**config.mk**
```make
export PLATFORM = sky130hd
export DESIGN_NAME = satrs_queue
export DESIGN_NICKNAME = d
export VERILOG_FILES = /design/src/design/satrs_queue.sv
export SDC_FILE = /design/constraint.sdc
export NUM_CORES = 1
export LEC_CHECK = 0
export BUFFER_PORTS_ARGS = -buffer_cell sky130_fd_sc_hd__buf_2
export CORE_UTILIZATION = 46
export DETAILED_ROUTE_END_ITERATION = 16
export GPL_ROUTABILITY_DRIVEN = 0
export GPL_TIMING_DRIVEN = 0
export PLACE_DENSITY_LB_ADDON = 0.08
export SLEW_MARGIN = 20
export SYNTH_ARGS = -nofsm -noshare
export SYNTH_HDL_FRONTEND = slang
export SYNTH_SLANG_ARGS = --single-unit
export TNS_END_PERCENT = 5
```
**constraint.sdc**
```tcl
create_clock -name clk -period 5.3 [get_ports clk]
set_clock_uncertainty 0.05 [all_clocks]
set_input_delay 0.265 -clock clk [delete_from_list [all_inputs] [get_ports clk]]
set_output_delay 0.265 -clock clk [all_outputs]
set_load 0.02 [all_outputs]
```
**src/design/satrs_queue.sv**
```systemverilog
// Four-entry command queue between front end and table engine.
module satrs_queue #(
  parameter int W = 60
) (
  input  logic         clk,
  input  logic         rst_n,
  input  logic         push_valid,
  output logic         push_ready,
  input  logic [W-1:0] push_data,
  output logic         pop_valid,
  input  logic         pop_ready,
  output logic [W-1:0] pop_data
);
  localparam int Depth = 4;
  localparam int PtrW  = $clog2(Depth);

  logic [W-1:0]    slot_r [Depth];
  logic [PtrW-1:0] wr_ptr_r, rd_ptr_r;
  logic [PtrW:0]   count_r;
  logic            do_push, do_pop;

  assign push_ready = count_r != (PtrW + 1)'(Depth);
  assign pop_valid  = count_r != '0;
  assign pop_data   = slot_r[rd_ptr_r];
  assign do_push    = push_valid && push_ready;
  assign do_pop     = pop_valid && pop_ready;

  always_ff @(posedge clk) begin
    if (do_push) begin
      slot_r[wr_ptr_r] <= push_data;
    end
  end

  always_ff @(posedge clk) begin
    if (!rst_n) begin
      wr_ptr_r <= '0;
      rd_ptr_r <= '0;
      count_r  <= '0;
    end else begin
      if (do_push) begin
        wr_ptr_r <= wr_ptr_r + PtrW'(1);
      end
      if (do_pop) begin
        rd_ptr_r <= rd_ptr_r + PtrW'(1);
      end
      if (do_push && !do_pop) begin
        count_r <= count_r + (PtrW + 1)'(1);
      end else if (do_pop && !do_push) begin
        count_r <= count_r - (PtrW + 1)'(1);
      end
    end
  end

endmodule

```
==> impl_metrics.ini <==
[job]
cap_violations = 0

[grt]
gr-total-overflow = 0
antenna_found_initial = 0
grt_max_degree = 42
grt_pass1_vias = 4766
grt_pass1_wl_um = 25170
grt_usage = 0.1647

[logic_synthesis]
synth_flop_cell = edfxtp_1
synth_commonest_cells = 240 x edfxtp_1, 60 x mux4_2, 9 x dfxtp_1
synth-seq-cells = 249
async_flop_share = 0
ys_warn_count = 0
synthCells = 362
synth_cell_type_count = 24
syn-num-nets = 432
synth_most_common_cell = edfxtp_1
netlist_area_mm2 = 0.009219
ys_top_cells_by_area = edfxtp_1 78%, mux4_2 15%, dfxtp_1 2.0%
seq_area_frac_synth = 0.8013
synth.top_cell.area_share = 0.7818
synth_edf_count = 240
synth_area_leader_cell = edfxtp_1
syn_area_per_cell_um2 = 25.47

[sta]
fin_crit_sh = 0.4597
finalHoldViolations = 0
max_slew_margin = 0.7219
setup_viol = 0
slew_violations = 0
finalSetupTns_ps = 0
rsz0062_at_grt = false
fmax_mhz = 410.4
worst_pin_slew_ps = 417.1
fin_crit_ps = 2436

[hold_path]
hp-class = in2reg

[setup_path]
required_ps = 5680
crit_type = reg2reg
arrival_ps = 2820
critPathMaxFanout = 7
r2r_setup_slack_ps = 2860
cp-end-kind = register
critPathLaunchType = register

[routing]
viasPerCell = 5.008
vias = 4307
routedWlPerCell_um = 18.94
firstDrtPassIters = 4
routed_wl_um = 16290
drtIter0Drc = 210
drc_errors = 0
ant_nets = 0

[floorplanning]
coreArea_mm2 = 0.01953
dieArea_mm2 = 0.02061
die_x_um = 143.6
ios = 126
dieHeight_um = 143.6
start_util = 0.4721
fp-row-count = 51

[clock_network]
cts.sinks = 249
post_cts_resized = 0
postCtsSetupBuffers = 0
cts_hold_buffers = 60
clk_path_buf_depth = 3
h-tree-depth = 1
clk_pin_slew_ps = 60
clockRootBuffer = clkbuf_16
cts_made_buffers = 25
tritoncts = done
clk_latency_ps = 510

[layout]
multi_input_area_mm2 = 0.001662
diodes = 0
nets = 647
postLayoutCoreUtil = 0.5971
n_fill_cell = 1485
seq_area_mm2 = 0.007387
drive_gt1_frac = 0.4067
stdcell_area_mm2 = 0.01166
areaGrowthSynthToFinish_pct = 26.48

[pwr]
peakVddDrop_v = 0.0002950
power_mw = 5.608
leakage_nw = 3.982
power_density_mw_per_mm2 = 481.0

[placed_design]
io_buffers = 124
hpwl_um = 9450
postPlaceCellArea_mm2 = 0.01029

[outcome]
status = finished, final reports clean
==> critical path: stages (launching register included) <==
cell and delay [ps]:
dfxtp_1 510, nor2_1 120, a21boi_2 360, ha_1 260, inv_1 60, fa_1 370, xor2_1 170, or3_1 290
a21boi_0 160
==> power by group <==
part	internal, mW	leakage, nW	switching, mW	total [mW]
Combinational	0.702	1.33	0.817	1.52
Sequential	2.39	2.27	0.0610	2.45
Clock	0.957	0.377	0.683	1.64
Total	4.05	3.98	1.56	5.61
==> area by class of cell <==
class | instances | share of cell area
multi-input combinational | 95 | 0.1425
clock buffer | 28 | 0.05462
tap | 265 | 0.02844
clock inverter | 17 | 0.01127
inverter | 3 | 0.0009658
timing repair buffer | 188 | 0.1142
sequential | 249 | 0.6335
buffer | 15 | 0.01449
==> metal layers <==
metal,track usage,part of all wire,up-vias
li1,-,-,1969
met2,0.2849,0.51,102
met4,0.04143,0.010,0
met5,0,0,-
met1,0.2146,0.43,2223
met3,0.03199,0.052,13
==> through the flow <==
step	hold WS, ps	instances	worst slack (ps)
after CTS	109.7	860	2849
after floorplan	313.9	362	2510
final	130.4	860	2864
after global routing	134.0	860	2679
after detailed placement	430.8	755	2871
after global placement	424.3	751	1166
==> cell usage in the layout, fill, tap and decap left out, types with 4 or more instances in the layout <==
cell / instances
and2_1: 4
and2_4: 4
buf_12: 6
buf_16: 4
buf_2: 130
clkbuf_1: 4
clkbuf_16: 25
clkinv_1: 8
clkinv_2: 5
dfxtp_1: 9
dlygate4sd3_1: 60
edfxtp_1: 240
ha_1: 5
mux4_2: 60
nand2_1: 5
==> flip-flops by register name, indices dropped and copies added, names as in the netlist, named ones only <==
register  cells
count_r       3
rd_ptr_r      2
slot_r      240
wr_ptr_r      2
==> worst paths after layout <==
| check | from | endpoint | depth (start not counted) |
|---|---|---|---|
| setup / recovery | count_r[0]$_SDFFE_PN0P_ | count_r[2]$_SDFFE_PN0P_ | 8 |
| hold / removal | rst_n | wr_ptr_r[1]$_SDFFE_PN0P_ | 3 |
| setup reg to reg | count_r[0]$_SDFFE_PN0P_ | count_r[2]$_SDFFE_PN0P_ | 8 |
| hold reg to reg | wr_ptr_r[1]$_SDFFE_PN0P_ | wr_ptr_r[1]$_SDFFE_PN0P_ | 2 |
==> kinds of logic (layout without fill, tap and decap cells) <==
| kind of cell | after synthesis | in the layout | share of synthesized area |
|---|---|---|---|
| compound gates | 5 | 5 | 0.006651 |
| xor+xnor | 4 | 4 | 0.003801 |
| fa+ha+maj | 6 | 6 | 0.008958 |
| buf+inv | 18 | 251 | 0.01954 |
| flops | 249 | 249 | 0.8013 |
| mux | 63 | 63 | 0.1498 |
| simple gates | 17 | 17 | 0.009908 |
No activity file was read; power rests on OpenSTA's default activity.
