<file path="src/design/satrs_pkg.sv">
// Shared types for the summed-area table rectangle-sum block.
package satrs_pkg;

  typedef enum logic [1:0] {
    ST_OK         = 2'd0,
    ST_BOUNDS     = 2'd1,
    ST_INCOMPLETE = 2'd2
  } status_t;

  typedef enum logic [1:0] {
    CMD_LOAD  = 2'd0,
    CMD_QUERY = 2'd1,
    CMD_ERR   = 2'd2
  } cmd_kind_t;

  localparam int CFG_IDX_W = 1;

  localparam logic FUNC_LOAD  = 1'b0;
  localparam logic FUNC_QUERY = 1'b1;
  localparam logic [CFG_IDX_W-1:0] REG_GRID_ROWS = CFG_IDX_W'(0);
  localparam logic [CFG_IDX_W-1:0] REG_GRID_COLS = CFG_IDX_W'(1);

  typedef struct packed {
    cmd_kind_t kind;
    status_t   status;
    logic      has_up;
    logic      has_left;
    logic      first_col;
  } cmd_ctrl_t;

endpackage

</file>
<file path="src/design/satrs_front.sv">
// Front end: configuration registers, load counters and item classification.
module satrs_front #(
  parameter int MAX_DIM   = 64,
  parameter int CELL_BITS = 16
) (
  input  logic                                  clk,
  input  logic                                  rst_n,
  input  logic                                  cfg_valid,
  output logic                                  cfg_ready,
  input  logic [satrs_pkg::CFG_IDX_W-1:0]       cfg_index,
  input  logic [$clog2(MAX_DIM+1)-1:0]          cfg_data,
  input  logic                                  in_valid,
  output logic                                  in_ready,
  input  logic                                  in_func,
  input  logic signed [CELL_BITS-1:0]           in_cell_value,
  input  logic [$clog2(MAX_DIM)-1:0]            in_top,
  input  logic [$clog2(MAX_DIM)-1:0]            in_left,
  input  logic [$clog2(MAX_DIM)-1:0]            in_bottom,
  input  logic [$clog2(MAX_DIM)-1:0]            in_right,
  output logic                                  push_valid,
  input  logic                                  push_ready,
  output satrs_pkg::cmd_ctrl_t                  push_ctrl,
  output logic [CELL_BITS-1:0]                  push_value,
  output logic [$clog2(MAX_DIM)-1:0]            push_row_hi,
  output logic [$clog2(MAX_DIM)-1:0]            push_row_lo,
  output logic [$clog2(MAX_DIM)-1:0]            push_col_hi,
  output logic [$clog2(MAX_DIM)-1:0]            push_col_lo
);
  import satrs_pkg::*;

  localparam int CoordW = $clog2(MAX_DIM);
  localparam int DimW   = $clog2(MAX_DIM + 1);

  logic [DimW-1:0]   grid_rows_r, grid_cols_r;
  logic [CoordW-1:0] load_row_r, load_col_r;
  logic              complete_r;

  logic [DimW-1:0]   rows_eff, cols_eff;
  logic [CoordW-1:0] row_cur, col_cur;
  logic              col_wrap, row_wrap, bad_bounds, accept, cfg_wr;

  assign cfg_ready  = 1'b1;
  assign cfg_wr     = cfg_valid && cfg_ready;
  assign in_ready   = push_ready;
  assign push_valid = in_valid;
  assign accept     = in_valid && in_ready;

  always_comb begin
    if (grid_rows_r == '0) begin
      rows_eff = DimW'(1);
    end else if (grid_rows_r > DimW'(MAX_DIM)) begin
      rows_eff = DimW'(MAX_DIM);
    end else begin
      rows_eff = grid_rows_r;
    end
    if (grid_cols_r == '0) begin
      cols_eff = DimW'(1);
    end else if (grid_cols_r > DimW'(MAX_DIM)) begin
      cols_eff = DimW'(MAX_DIM);
    end else begin
      cols_eff = grid_cols_r;
    end
  end

  // a load after completion starts a new table at cell (0,0)
  assign row_cur  = complete_r ? '0 : load_row_r;
  assign col_cur  = complete_r ? '0 : load_col_r;
  assign col_wrap = (DimW'(col_cur) + DimW'(1)) >= cols_eff;
  assign row_wrap = (DimW'(row_cur) + DimW'(1)) >= rows_eff;

  assign bad_bounds = (in_top > in_bottom) || (in_left > in_right) ||
                      (DimW'(in_bottom) >= rows_eff) || (DimW'(in_right) >= cols_eff);

  always_comb begin
    push_value          = in_cell_value;
    push_ctrl.status    = ST_OK;
    push_ctrl.first_col = col_cur == '0;
    if (in_func == FUNC_LOAD) begin
      push_ctrl.kind     = CMD_LOAD;
      push_ctrl.has_up   = row_cur != '0;
      push_ctrl.has_left = 1'b0;
      push_row_hi        = row_cur;
      push_row_lo        = row_cur - CoordW'(1);
      push_col_hi        = col_cur;
      push_col_lo        = col_cur;
    end else begin
      push_ctrl.has_up   = in_top != '0;
      push_ctrl.has_left = in_left != '0;
      push_row_hi        = in_bottom;
      push_row_lo        = in_top - CoordW'(1);
      push_col_hi        = in_right;
      push_col_lo        = in_left - CoordW'(1);
      if (!complete_r) begin
        push_ctrl.kind   = CMD_ERR;
        push_ctrl.status = ST_INCOMPLETE;
      end else if (bad_bounds) begin
        push_ctrl.kind   = CMD_ERR;
        push_ctrl.status = ST_BOUNDS;
      end else begin
        push_ctrl.kind   = CMD_QUERY;
      end
    end
  end

  always_ff @(posedge clk) begin
    if (!rst_n) begin
      grid_rows_r <= DimW'(MAX_DIM);
      grid_cols_r <= DimW'(MAX_DIM);
      load_row_r  <= '0;
      load_col_r  <= '0;
      complete_r  <= 1'b0;
    end else if (cfg_wr) begin
      unique case (cfg_index)
        REG_GRID_ROWS: begin
          grid_rows_r <= cfg_data;
        end
        REG_GRID_COLS: begin
          grid_cols_r <= cfg_data;
        end
        default: begin
        end
      endcase
      load_row_r <= '0;
      load_col_r <= '0;
      complete_r <= 1'b0;
    end else if (accept && in_func == FUNC_LOAD) begin
      if (col_wrap) begin
        load_col_r <= '0;
        load_row_r <= row_wrap ? '0 : row_cur + CoordW'(1);
        complete_r <= row_wrap;
      end else begin
        load_col_r <= col_cur + CoordW'(1);
        load_row_r <= row_cur;
        complete_r <= 1'b0;
      end
    end
  end

endmodule

</file>
<file path="config.mk">
export PLATFORM = sky130hd
export DESIGN_NAME = satrs_front
export DESIGN_NICKNAME = d
export VERILOG_FILES = /design/src/design/satrs_pkg.sv /design/src/design/satrs_front.sv
export SDC_FILE = /design/constraint.sdc
export NUM_CORES = 1
export LEC_CHECK = 0
export BUFFER_PORTS_ARGS = -buffer_cell sky130_fd_sc_hd__buf_4
export CAP_MARGIN = 20
export CELL_PAD_IN_SITES_DETAIL_PLACEMENT = 1
export CELL_PAD_IN_SITES_GLOBAL_PLACEMENT = 1
export CORE_MARGIN = 2
export CORE_UTILIZATION = 38
export CTS_CLUSTER_DIAMETER = 200
export DETAILED_ROUTE_END_ITERATION = 6
export GPL_TIMING_DRIVEN = 1
export PLACE_DENSITY_LB_ADDON = 0.1
export RECOVER_POWER = 25
export SETUP_SLACK_MARGIN = 0.02
export SYNTH_ARGS = -nofsm -noshare
export SYNTH_HDL_FRONTEND = slang
export SYNTH_SLANG_ARGS = --single-unit
</file>
<file path="constraint.sdc">
create_clock -name clk -period 7.38 [get_ports clk]
set_input_delay 1.476 -clock clk [delete_from_list [all_inputs] [get_ports clk]]
set_output_delay 1.476 -clock clk [all_outputs]
set_load 0.005 [all_outputs]
</file>
==> results.json, run 1 <==
{
  "outcome": "completed",
  "finClkSkew_ps": 1.317,
  "syn_nets": 494,
  "gr-usage-all-layers": 0.2050,
  "drc": 0,
  "wl_per_cell_microns": 15.78,
  "clock-sinks": 27,
  "cts_root_buffer": "clkbuf_8",
  "grt_pass1_vias": 2933,
  "coreArea_sq_um": 7331,
  "end_kind": "output port",
  "fin_crit_ps": 4808,
  "vias": 2844,
  "drive_gt1_frac": 0.1774,
  "place_area_sq_um": 3343,
  "avgSynthCellArea_sq_um": 7.361,
  "worstSetupStartpoint": "in_top[4]",
  "synthDistinctLibCells": 47,
  "areaGrowthSynthToFinish_pct": 16.39,
  "antenna_found_initial": 0,
  "synthXorXnorAreaFrac": 0.04819,
  "cp-start-kind": "input pin",
  "ys_ff_latch": 27,
  "timing.rr.end": "load_row_r[1]",
  "path_clk_slew_ps": 90,
  "cts_buffer_depth": 2,
  "worst-setup-path-type": "in2out",
  "final_design_area_no_fill_sq_um": 3385,
  "nets": 534,
  "finalMaxSlewViolations": 0,
  "num_rows": 31,
  "fmax_ghz": 0.2080,
  "dr.pass1.iters": 4,
  "muxShareOfSynthArea": 0.01076,
  "die_w_microns": 91.48,
  "ant_nets": 0,
  "synth_fa_ha_area_frac": 0.1936,
  "async_flop_share": 0,
  "cts_buffers": 3,
  "setup_tns_ps": 0,
  "dieArea_sq_um": 8368,
  "cts_hold_buf": 0,
  "p_per_area_nw_per_um2": 106.0,
  "gp_congestion": 0.8226,
  "worstMarginPinSlew_ps": 813.6,
  "reg2reg_from": "complete_r",
  "synth_cells": 395,
  "hp-class": "reg2reg",
  "ir_drop_v": 0.0001025,
  "final_core_util": 0.4617,
  "highest_layer": "met4",
  "dpl.hpwl_microns": 6939,
  "synth_compound_area_frac": 0.2233,
  "power_mw": 0.3588,
  "clk_latency_ps": 270,
  "yosysSeqAreaShare": 0.1859,
  "cts_tree": "built",
  "cts_setup_buffers": 0,
  "hold_viol_final": 0,
  "yosys_warnings": 0,
  "setup_violations": 0,
  "cap_violations": 0,
  "die_h_microns": 91.48,
  "htreeDepth": 1,
  "route.met3.wl_microns": 398,
  "worstHoldStart": "grid_rows_r[0]",
  "hold_depth": 2,
  "overflow": 0,
  "synth_edf_count": 0,
  "portBuffers": 70,
  "synth_ff_type": "dfxtp_1",
  "cp.arrival_ps": 3330,
  "viasPerCell": 5.336,
  "grt_pass1_wl_microns": 14370,
  "fin_crit_sh": 0.6515,
  "rsz0062_at_grt": "no",
  "min_to": "grid_rows_r[0]",
  "wl_met2_microns": 3676,
  "drt_iter0_drc": 92,
  "ios": 104,
  "maxSlewHeadroom": 0.4556,
  "required_ps": 5900,
  "p_leak_nw": 1.603,
  "ff2ff_setup_slack_ps": 3300,
  "reg2reg_depth": 14,
  "crit_fanout": 4,
  "synth_top_family_by_area": "simple AND/OR/NAND/NOR gates",
  "synth-simple-area-share": 0.2285,
  "grt_max_degree": 48,
  "start_util": 0.3967,
  "met1Wirelength_microns": 4223,
  "syn_area_sq_um": 2908,
  "finalWirelength_microns": 8412,
  "num_antenna_cells": 0,
  "ctsResizeCount": 0
}
## routing by layer
layer | vias to the layer above | GRT usage
li1 | 1433 | -
met1 | 1328 | 0.2967
met2 | 70 | 0.3260
met3 | 13 | 0.01992
met4 | 0 | 0.04798
met5 | - | 0
## cell type report
type / instances / area [sq um]
Clock buffer: 4 / 45.04
Fill cell: 953 / 3946
Inverter: 27 / 101.3
Multi-Input combinational cell: 306 / 2052
Sequential cell: 27 / 540.5
Tap cell: 99 / 123.9
Timing Repair Buffer: 70 / 521.8
## cells in the final DEF, fill, tap and decap left out, types with 2 or more instances in the layout
cell type | netlist | final
buf_4 | 19 | 69
nand2_1 | 57 | 57
ha_1 | 45 | 45
nor2_1 | 27 | 27
a21oi_1 | 27 | 27
dfxtp_1 | 27 | 27
inv_1 | 26 | 26
nand3_1 | 26 | 26
a21boi_0 | 15 | 15
a21o_1 | 14 | 14
o21ai_0 | 13 | 13
xor2_1 | 10 | 10
nand2b_1 | 8 | 8
nor2b_1 | 6 | 6
xnor2_1 | 6 | 6
nor3_1 | 5 | 5
nand4_1 | 4 | 4
nor4_1 | 4 | 4
a22o_1 | 4 | 4
o31ai_1 | 3 | 3
a22oi_1 | 3 | 3
and3_1 | 3 | 3
a31oi_1 | 3 | 3
clkbuf_8 | 0 | 3
or3_1 | 2 | 2
o32a_1 | 2 | 2
o22ai_1 | 2 | 2
mux2i_1 | 2 | 2
clkbuf_1 | 10 | 2
## where the power goes
part           internal, mW  switching, mW
registers             0.150        0.00394
clock network        0.0387         0.0461
logic                0.0588         0.0614
## worst max-delay path by stage
stage	endpoint	slack, ps	cells after the start
after detailed placement	push_ctrl[6]	2580	8
after global placement	push_ctrl[6]	2630	8
final	push_ctrl[6]	2570	8
after global routing	push_ctrl[6]	2420	8
after floorplan	push_ctrl[5]	3030	7
after CTS	push_ctrl[6]	2570	8
## through the flow
stage	setup WS [ps]	std cells	hold slack [ps]
after floorplan	3025	395	440.7
after global placement	2630	529	454.4
after detailed placement	2576	529	465.7
after CTS	2569	533	479.0
after global routing	2415	533	507.1
final	2572	533	474.1
## cell usage after synthesis (2+ instances only)
cell type	n	share of area
a21boi_0	15	0.039
a21o_1	14	0.036
a21oi_1	27	0.046
a22o_1	4	0.012
a22oi_1	3	0.0077
a31oi_1	3	0.0065
and3_1	3	0.0065
buf_1	2	0.0026
buf_2	3	0.0052
buf_4	19	0.049
clkbuf_1	10	0.013
dfxtp_1	27	0.19
ha_1	45	0.19
inv_1	26	0.034
mux2i_1	2	0.0069
nand2_1	57	0.074
nand2b_1	8	0.017
nand3_1	26	0.045
nand4_1	4	0.0086
nor2_1	27	0.035
nor2b_1	6	0.013
nor3_1	5	0.0086
nor4_1	4	0.0086
o21ai_0	13	0.022
o22ai_1	2	0.0043
o31ai_1	3	0.0077
o32a_1	2	0.0069
or3_1	2	0.0043
xnor2_1	6	0.018
xor2_1	10	0.030
## kinds of logic after synthesis
group | Yosys count
xor+xnor | 16
flops | 27
compound gates | 96
fa+ha+maj | 45
mux | 3
other cells | 1
buf+inv | 62
simple gates | 145
## worst max-delay path: stages
cell and delay, ps:
buf_4 130, ha_1 320, a21oi_1 140, a21boi_0 90, o32a_1 340, nor4_1 480
a21boi_0 170, buf_4 180
## flip-flops by register name, indices dropped and copies added, names as in the netlist
signal       cells
grid_rows_r      7
load_col_r       6
load_row_r       6
complete_r       1
grid_cols_r      7
No activity file was read; power rests on OpenSTA's default activity.
==> run 2: changes to the inputs <==
--- a/config.mk
+++ b/config.mk
@@ -10,7 +10,7 @@
 export CELL_PAD_IN_SITES_DETAIL_PLACEMENT = 1
 export CELL_PAD_IN_SITES_GLOBAL_PLACEMENT = 1
 export CORE_MARGIN = 2
-export CORE_UTILIZATION = 38
+export CORE_UTILIZATION = 36
 export CTS_CLUSTER_DIAMETER = 200
 export DETAILED_ROUTE_END_ITERATION = 6
 export GPL_TIMING_DRIVEN = 1
==> constraint.sdc (replaced) <==
create_clock -name clk -period 5 [get_ports clk]
set_input_delay 1 -clock clk [delete_from_list [all_inputs] [get_ports clk]]
set_output_delay 1 -clock clk [all_outputs]
set_load 0.005 [all_outputs]
==> run 2 against run 1 <==
Sequential cell count unchanged. Design area increased by 0.33%. Clock skew increased by 2.1 ps. Hold slack about the same. Critical path type unchanged. Critical endpoint unchanged.
==> results.json, run 2 (same netlist as run 1, synthesis figures left out) <==
{
  "grt_pass1_wl_microns": 13880,
  "p_per_area_nw_per_um2": 155.6,
  "clk_latency_ps": 270,
  "vias": 2860,
  "fin_crit_ps": 3855,
  "cts_buffers": 3,
  "finalMaxSlewViolations": 0,
  "wl_per_cell_microns": 15.50,
  "path_clk_slew_ps": 90,
  "drt_iter0_drc": 116,
  "gr-usage-met2": 0.3149,
  "internal_power_mw": 0.3650,
  "power.share.clock": 0.237,
  "setup_tns_ps": 0,
  "cts_setup_buffers": 0,
  "required_ps": 4000,
  "die_w_microns": 93.88,
  "antenna_found_initial": 0,
  "p_leak_nw": 1.608,
  "die_h_microns": 93.88,
  "ios": 104,
  "place_area_sq_um": 3354,
  "grt_util_met3": 0.01766,
  "hp-class": "reg2reg",
  "cap_violations": 0,
  "setup_violations": 0,
  "grt_pass1_vias": 2858,
  "htreeDepth": 1,
  "dr.pass1.iters": 4,
  "finClkSkew_ps": 3.432,
  "final_common_cell": "buf_4",
  "final_design_area_no_fill_sq_um": 3396,
  "cts_tree": "built",
  "num_antenna_cells": 0,
  "clock-sinks": 27,
  "crit_path_max_incr_delay_ps": 490,
  "areaGrowthSynthToFinish_pct": 16.78,
  "gr-usage-all-layers": 0.1923,
  "crit_fanout": 4,
  "worst-setup-path-type": "in2out",
  "power_frac_seq": 0.429,
  "mostFrequentLayoutCells": "buf_4, nand2_1, ha_1",
  "cts_hold_buf": 0,
  "switchingPower_mw": 0.1635,
  "fin_crit_sh": 0.7709,
  "top_usage_layer": "met2",
  "dieArea_sq_um": 8813,
  "path_cells": "buf_4, ha_1, a21oi_1, a21boi_0, o32a_1, nor4_1, a21boi_0, buf_4",
  "reg_top3": "grid_cols_r x7, grid_rows_r x7",
  "nets": 535,
  "finalWirelength_microns": 8324,
  "dpl.hpwl_microns": 6870,
  "viasPerCell": 5.326,
  "hold_viol_final": 0,
  "overflow": 0,
  "fillers": 996,
  "end_kind": "output port",
  "cts_buffer_depth": 2,
  "outcome": "completed",
  "ant_nets": 0,
  "coreArea_sq_um": 7767,
  "drc": 0,
  "switching_share": 0.3094,
  "combPwrFrac": 0.334,
  "cp.arrival_ps": 2850,
  "worstMarginPinSlew_ps": 862.8,
  "cp-start-kind": "input pin",
  "rsz0062_at_grt": "no",
  "maxSlewHeadroom": 0.4227,
  "start_util": 0.3744,
  "cts_root_buffer": "clkbuf_8",
  "drive_gt1_frac": 0.1793,
  "ctsResizeCount": 0,
  "fmax_ghz": 0.2594,
  "cpMaxStageDelayCell": "nor4_1",
  "grt_use_met1": 0.2776,
  "portBuffers": 70,
  "grt_max_degree": 48,
  "gp_congestion": 0.9123,
  "num_rows": 32,
  "ir_drop_v": 0.0001745
}
run 2: cell count changes in the layout (fill, tap and decap cells not counted), sizes merged:
cell / previous run / this run
buf: 69 / 70
run 2: layout make-up:
class / count / area [sq um] / area share
Inverter: 27 / 101.3 / 0.02985
Multi-Input combinational cell: 306 / 2052 / 0.6043
Timing Repair Buffer: 71 / 529.3 / 0.1559
Tap cell: 102 / 127.6 / 0.03758
Clock buffer: 4 / 45.04 / 0.01326
Sequential cell: 27 / 540.5 / 0.1592
run 2: path summary, 6_finish.rpt:
check	from	end	slack, ps	cells past startpoint
hold reg to reg	load_col_r[0]	load_col_r[0]	470	2
hold / removal	load_col_r[0]	load_col_r[0]	470	2
setup reg to reg	complete_r	load_row_r[1]	1380	15
setup / recovery	in_top[4]	push_ctrl[6]	1150	8
run 2: worst max-delay path: cells and delay by family:
| kind | cells | cell delay, ps |
|---|---|---|
| AO/OA/AOI/OAI | 4 | 760 |
| adder cells (fa/ha/maj) | 1 | 320 |
| AND/OR/NAND/NOR | 1 | 490 |
| buffers and inverters | 2 | 280 |
run 2: through the flow:
stage	setup slack, ps	utilization	cells	power [mW]	hold WS (ps)
2_1_floorplan	1597	-	395	0.3403	440.7
3_3_place_gp	1218	0.4319	533	0.4060	455.7
3_5_place_dp	1137	0.4319	533	0.4105	463.6
4_1_cts	1151	0.4377	537	0.5373	477.3
5_1_grt	987.7	0.4372	537	0.5656	507.9
6_report	1145	0.4372	537	0.5285	473.6
run 2: power by group through the flow:
stage               clock network, mW  logic, mW  registers (mW)
detailed placement                  0      0.179           0.232
global route                    0.138      0.200           0.228
finish                          0.125      0.177           0.227
CTS                             0.131      0.179           0.227
global placement                    0      0.175           0.231
floorplan                           0      0.110           0.230
run 2: layer usage:
layer	vias to the layer above	routed length (microns)
met4	0	41
met3	10	482
met2	77	3650
met5	-	0
met1	1337	4150
li1	1436	-
==> run 3: changes to the inputs <==
==> constraint.sdc (replaced) <==
create_clock -name clk -period 3.6 [get_ports clk]
set_input_delay 0.72 -clock clk [delete_from_list [all_inputs] [get_ports clk]]
set_output_delay 0.72 -clock clk [all_outputs]
set_load 0.005 [all_outputs]
==> run 3 against run 2 <==
Clock skew is 0.73 ps lower. Die area unchanged. Sequential power up 39%. Count of clock-buffer cells in the layout did not move. Via count grew 0.70%. Largest cell class unchanged. Cell count increased by 0.19%. Register-to-register slack got worse by 910 ps. Non-clock buffer count grew 1.
==> results.json, run 3 (same netlist as run 1, synthesis figures left out) <==
{
  "outcome": "completed",
  "gr-usage-met2": 0.3345,
  "cp.arrival_ps": 2590,
  "rsz0062_at_grt": "no",
  "cts_buffer_depth": 2,
  "dpl.hpwl_microns": 7189,
  "cp-start-kind": "flop",
  "dp.cells": 534,
  "crit_fanout": 3,
  "cpMaxStageDelayCell": "dfxtp_1",
  "final_cells": 538,
  "crit_path_max_incr_delay_ps": 330,
  "dieArea_sq_um": 8813,
  "worst-setup-path-type": "reg2out",
  "power.share.clock": 0.231,
  "portBuffers": 70,
  "antenna_found_initial": 0,
  "ios": 104,
  "grt_max_degree": 48,
  "reg2reg_depth": 14,
  "combPwrFrac": 0.341,
  "finalMaxSlewViolations": 0,
  "p_per_area_nw_per_um2": 215.6,
  "worstMarginPinSlew_ps": 825.4,
  "setup_tns_ps": 0,
  "internal_power_mw": 0.5089,
  "cap_violations": 0,
  "nets": 536,
  "fillers": 1030,
  "final_core_util": 0.4394,
  "mostFrequentLayoutCells": "buf_4, nand2_1, ha_1",
  "critPathMostFrequentCell": "a21oi_1",
  "hold_depth": 2,
  "cts_hold_buf": 0,
  "ir_drop_v": 0.0001854,
  "required_ps": 2880,
  "cts_buffers": 3,
  "layout_setup_ws_ps": 289.2,
  "ant_nets": 0,
  "grt_pass1_wl_microns": 14390,
  "die_h_microns": 93.88,
  "hp-class": "reg2reg",
  "fin_crit_sh": 0.9197,
  "fin_hold_ws_ps": 479.5,
  "finClkSkew_ps": 2.703,
  "p_leak_nw": 1.611,
  "cts_setup_buffers": 0,
  "gp_congestion": 0.8758,
  "fmax_ghz": 0.3020,
  "finalWirelength_microns": 8589,
  "viasPerCell": 5.353,
  "wl_per_cell_microns": 15.96,
  "vias": 2880,
  "end_kind": "output port",
  "drt_iter0_drc": 81,
  "dp_worst_setup_slack_ps": 319.3,
  "die_w_microns": 93.88,
  "clock-sinks": 27,
  "num_rows": 32,
  "switchingPower_mw": 0.2270,
  "fin_crit_ps": 3311,
  "areaGrowthSynthToFinish_pct": 17.38,
  "maxSlewHeadroom": 0.4477,
  "grt_pass1_vias": 2953,
  "clk_latency_ps": 270,
  "setup_violations": 0,
  "ctsResizeCount": 0,
  "drive_gt1_frac": 0.1858,
  "path_cells": "nor3_1, a21oi_1, nor2_1, ha_1, nand2b_1, a21o_1, a21oi_1, o22ai_1, nor4_2, and3_1, buf_4",
  "gr-usage-all-layers": 0.2007,
  "dr.pass1.iters": 4,
  "cts_root_buffer": "clkbuf_8",
  "path_clk_slew_ps": 90,
  "coreArea_sq_um": 7767,
  "reg_top3": "grid_cols_r x7, grid_rows_r x7",
  "drc": 0,
  "cts_tree": "built",
  "power_frac_seq": 0.428,
  "top_usage_layer": "met2",
  "final_common_cell": "buf_4",
  "start_util": 0.3744,
  "grt_use_met1": 0.2803,
  "hold_viol_final": 0,
  "switching_share": 0.3084,
  "grt_util_met3": 0.02087,
  "overflow": 0,
  "htreeDepth": 1,
  "num_antenna_cells": 0
}
[run 3: power groups by stage]
stage / clock network, mW / registers [mW] / logic (mW)
2_1_floorplan: 0 / 0.319 / 0.153
3_3_place_gp: 0 / 0.322 / 0.244
3_5_place_dp: 0 / 0.322 / 0.251
4_1_cts: 0.179 / 0.315 / 0.252
5_1_grt: 0.189 / 0.317 / 0.284
6_report: 0.170 / 0.315 / 0.251
[run 3: final timing paths]
kind,startpoint,endpoint,slack [ps]
max,grid_cols_r[1],push_ctrl[5],290
min reg2reg,grid_rows_r[0],grid_rows_r[0],480
min,grid_rows_r[0],grid_rows_r[0],480
max reg2reg,complete_r,load_row_r[1],470
[run 3: critical path, delay by kind of cell, from the launching register on]
family | cells | cell delay, ps
simple gates | 5 | 1050
compound gates | 4 | 570
flops | 1 | 330
fa+ha+maj | 1 | 270
buf+inv | 1 | 100
[run 3: final cells by class]
class | count | area [sq um] | area share
clock buffers | 4 | 45.04 | 0.01320
inverters | 27 | 105.1 | 0.03079
multi-input cells | 306 | 2058 | 0.6030
flip-flops and latches | 27 | 540.5 | 0.1584
well taps | 102 | 127.6 | 0.03739
repair buffers | 72 | 536.8 | 0.1573
[run 3: through the flow]
step                      instance area (sq um)  power [mW]
after global placement                     3362      0.5658
after detailed placement                   3362      0.5733
after global routing                       3413      0.7903
final                                      3413      0.7359
after CTS                                  3407      0.7461
after floorplan                            2908      0.4726
[run 3: per-layer routing]
metal / wire, microns / up-vias
met5: 0 / -
met4: 70 / 0
met3: 520 / 12
met2: 3907 / 81
met1: 4091 / 1343
li1: - / 1444
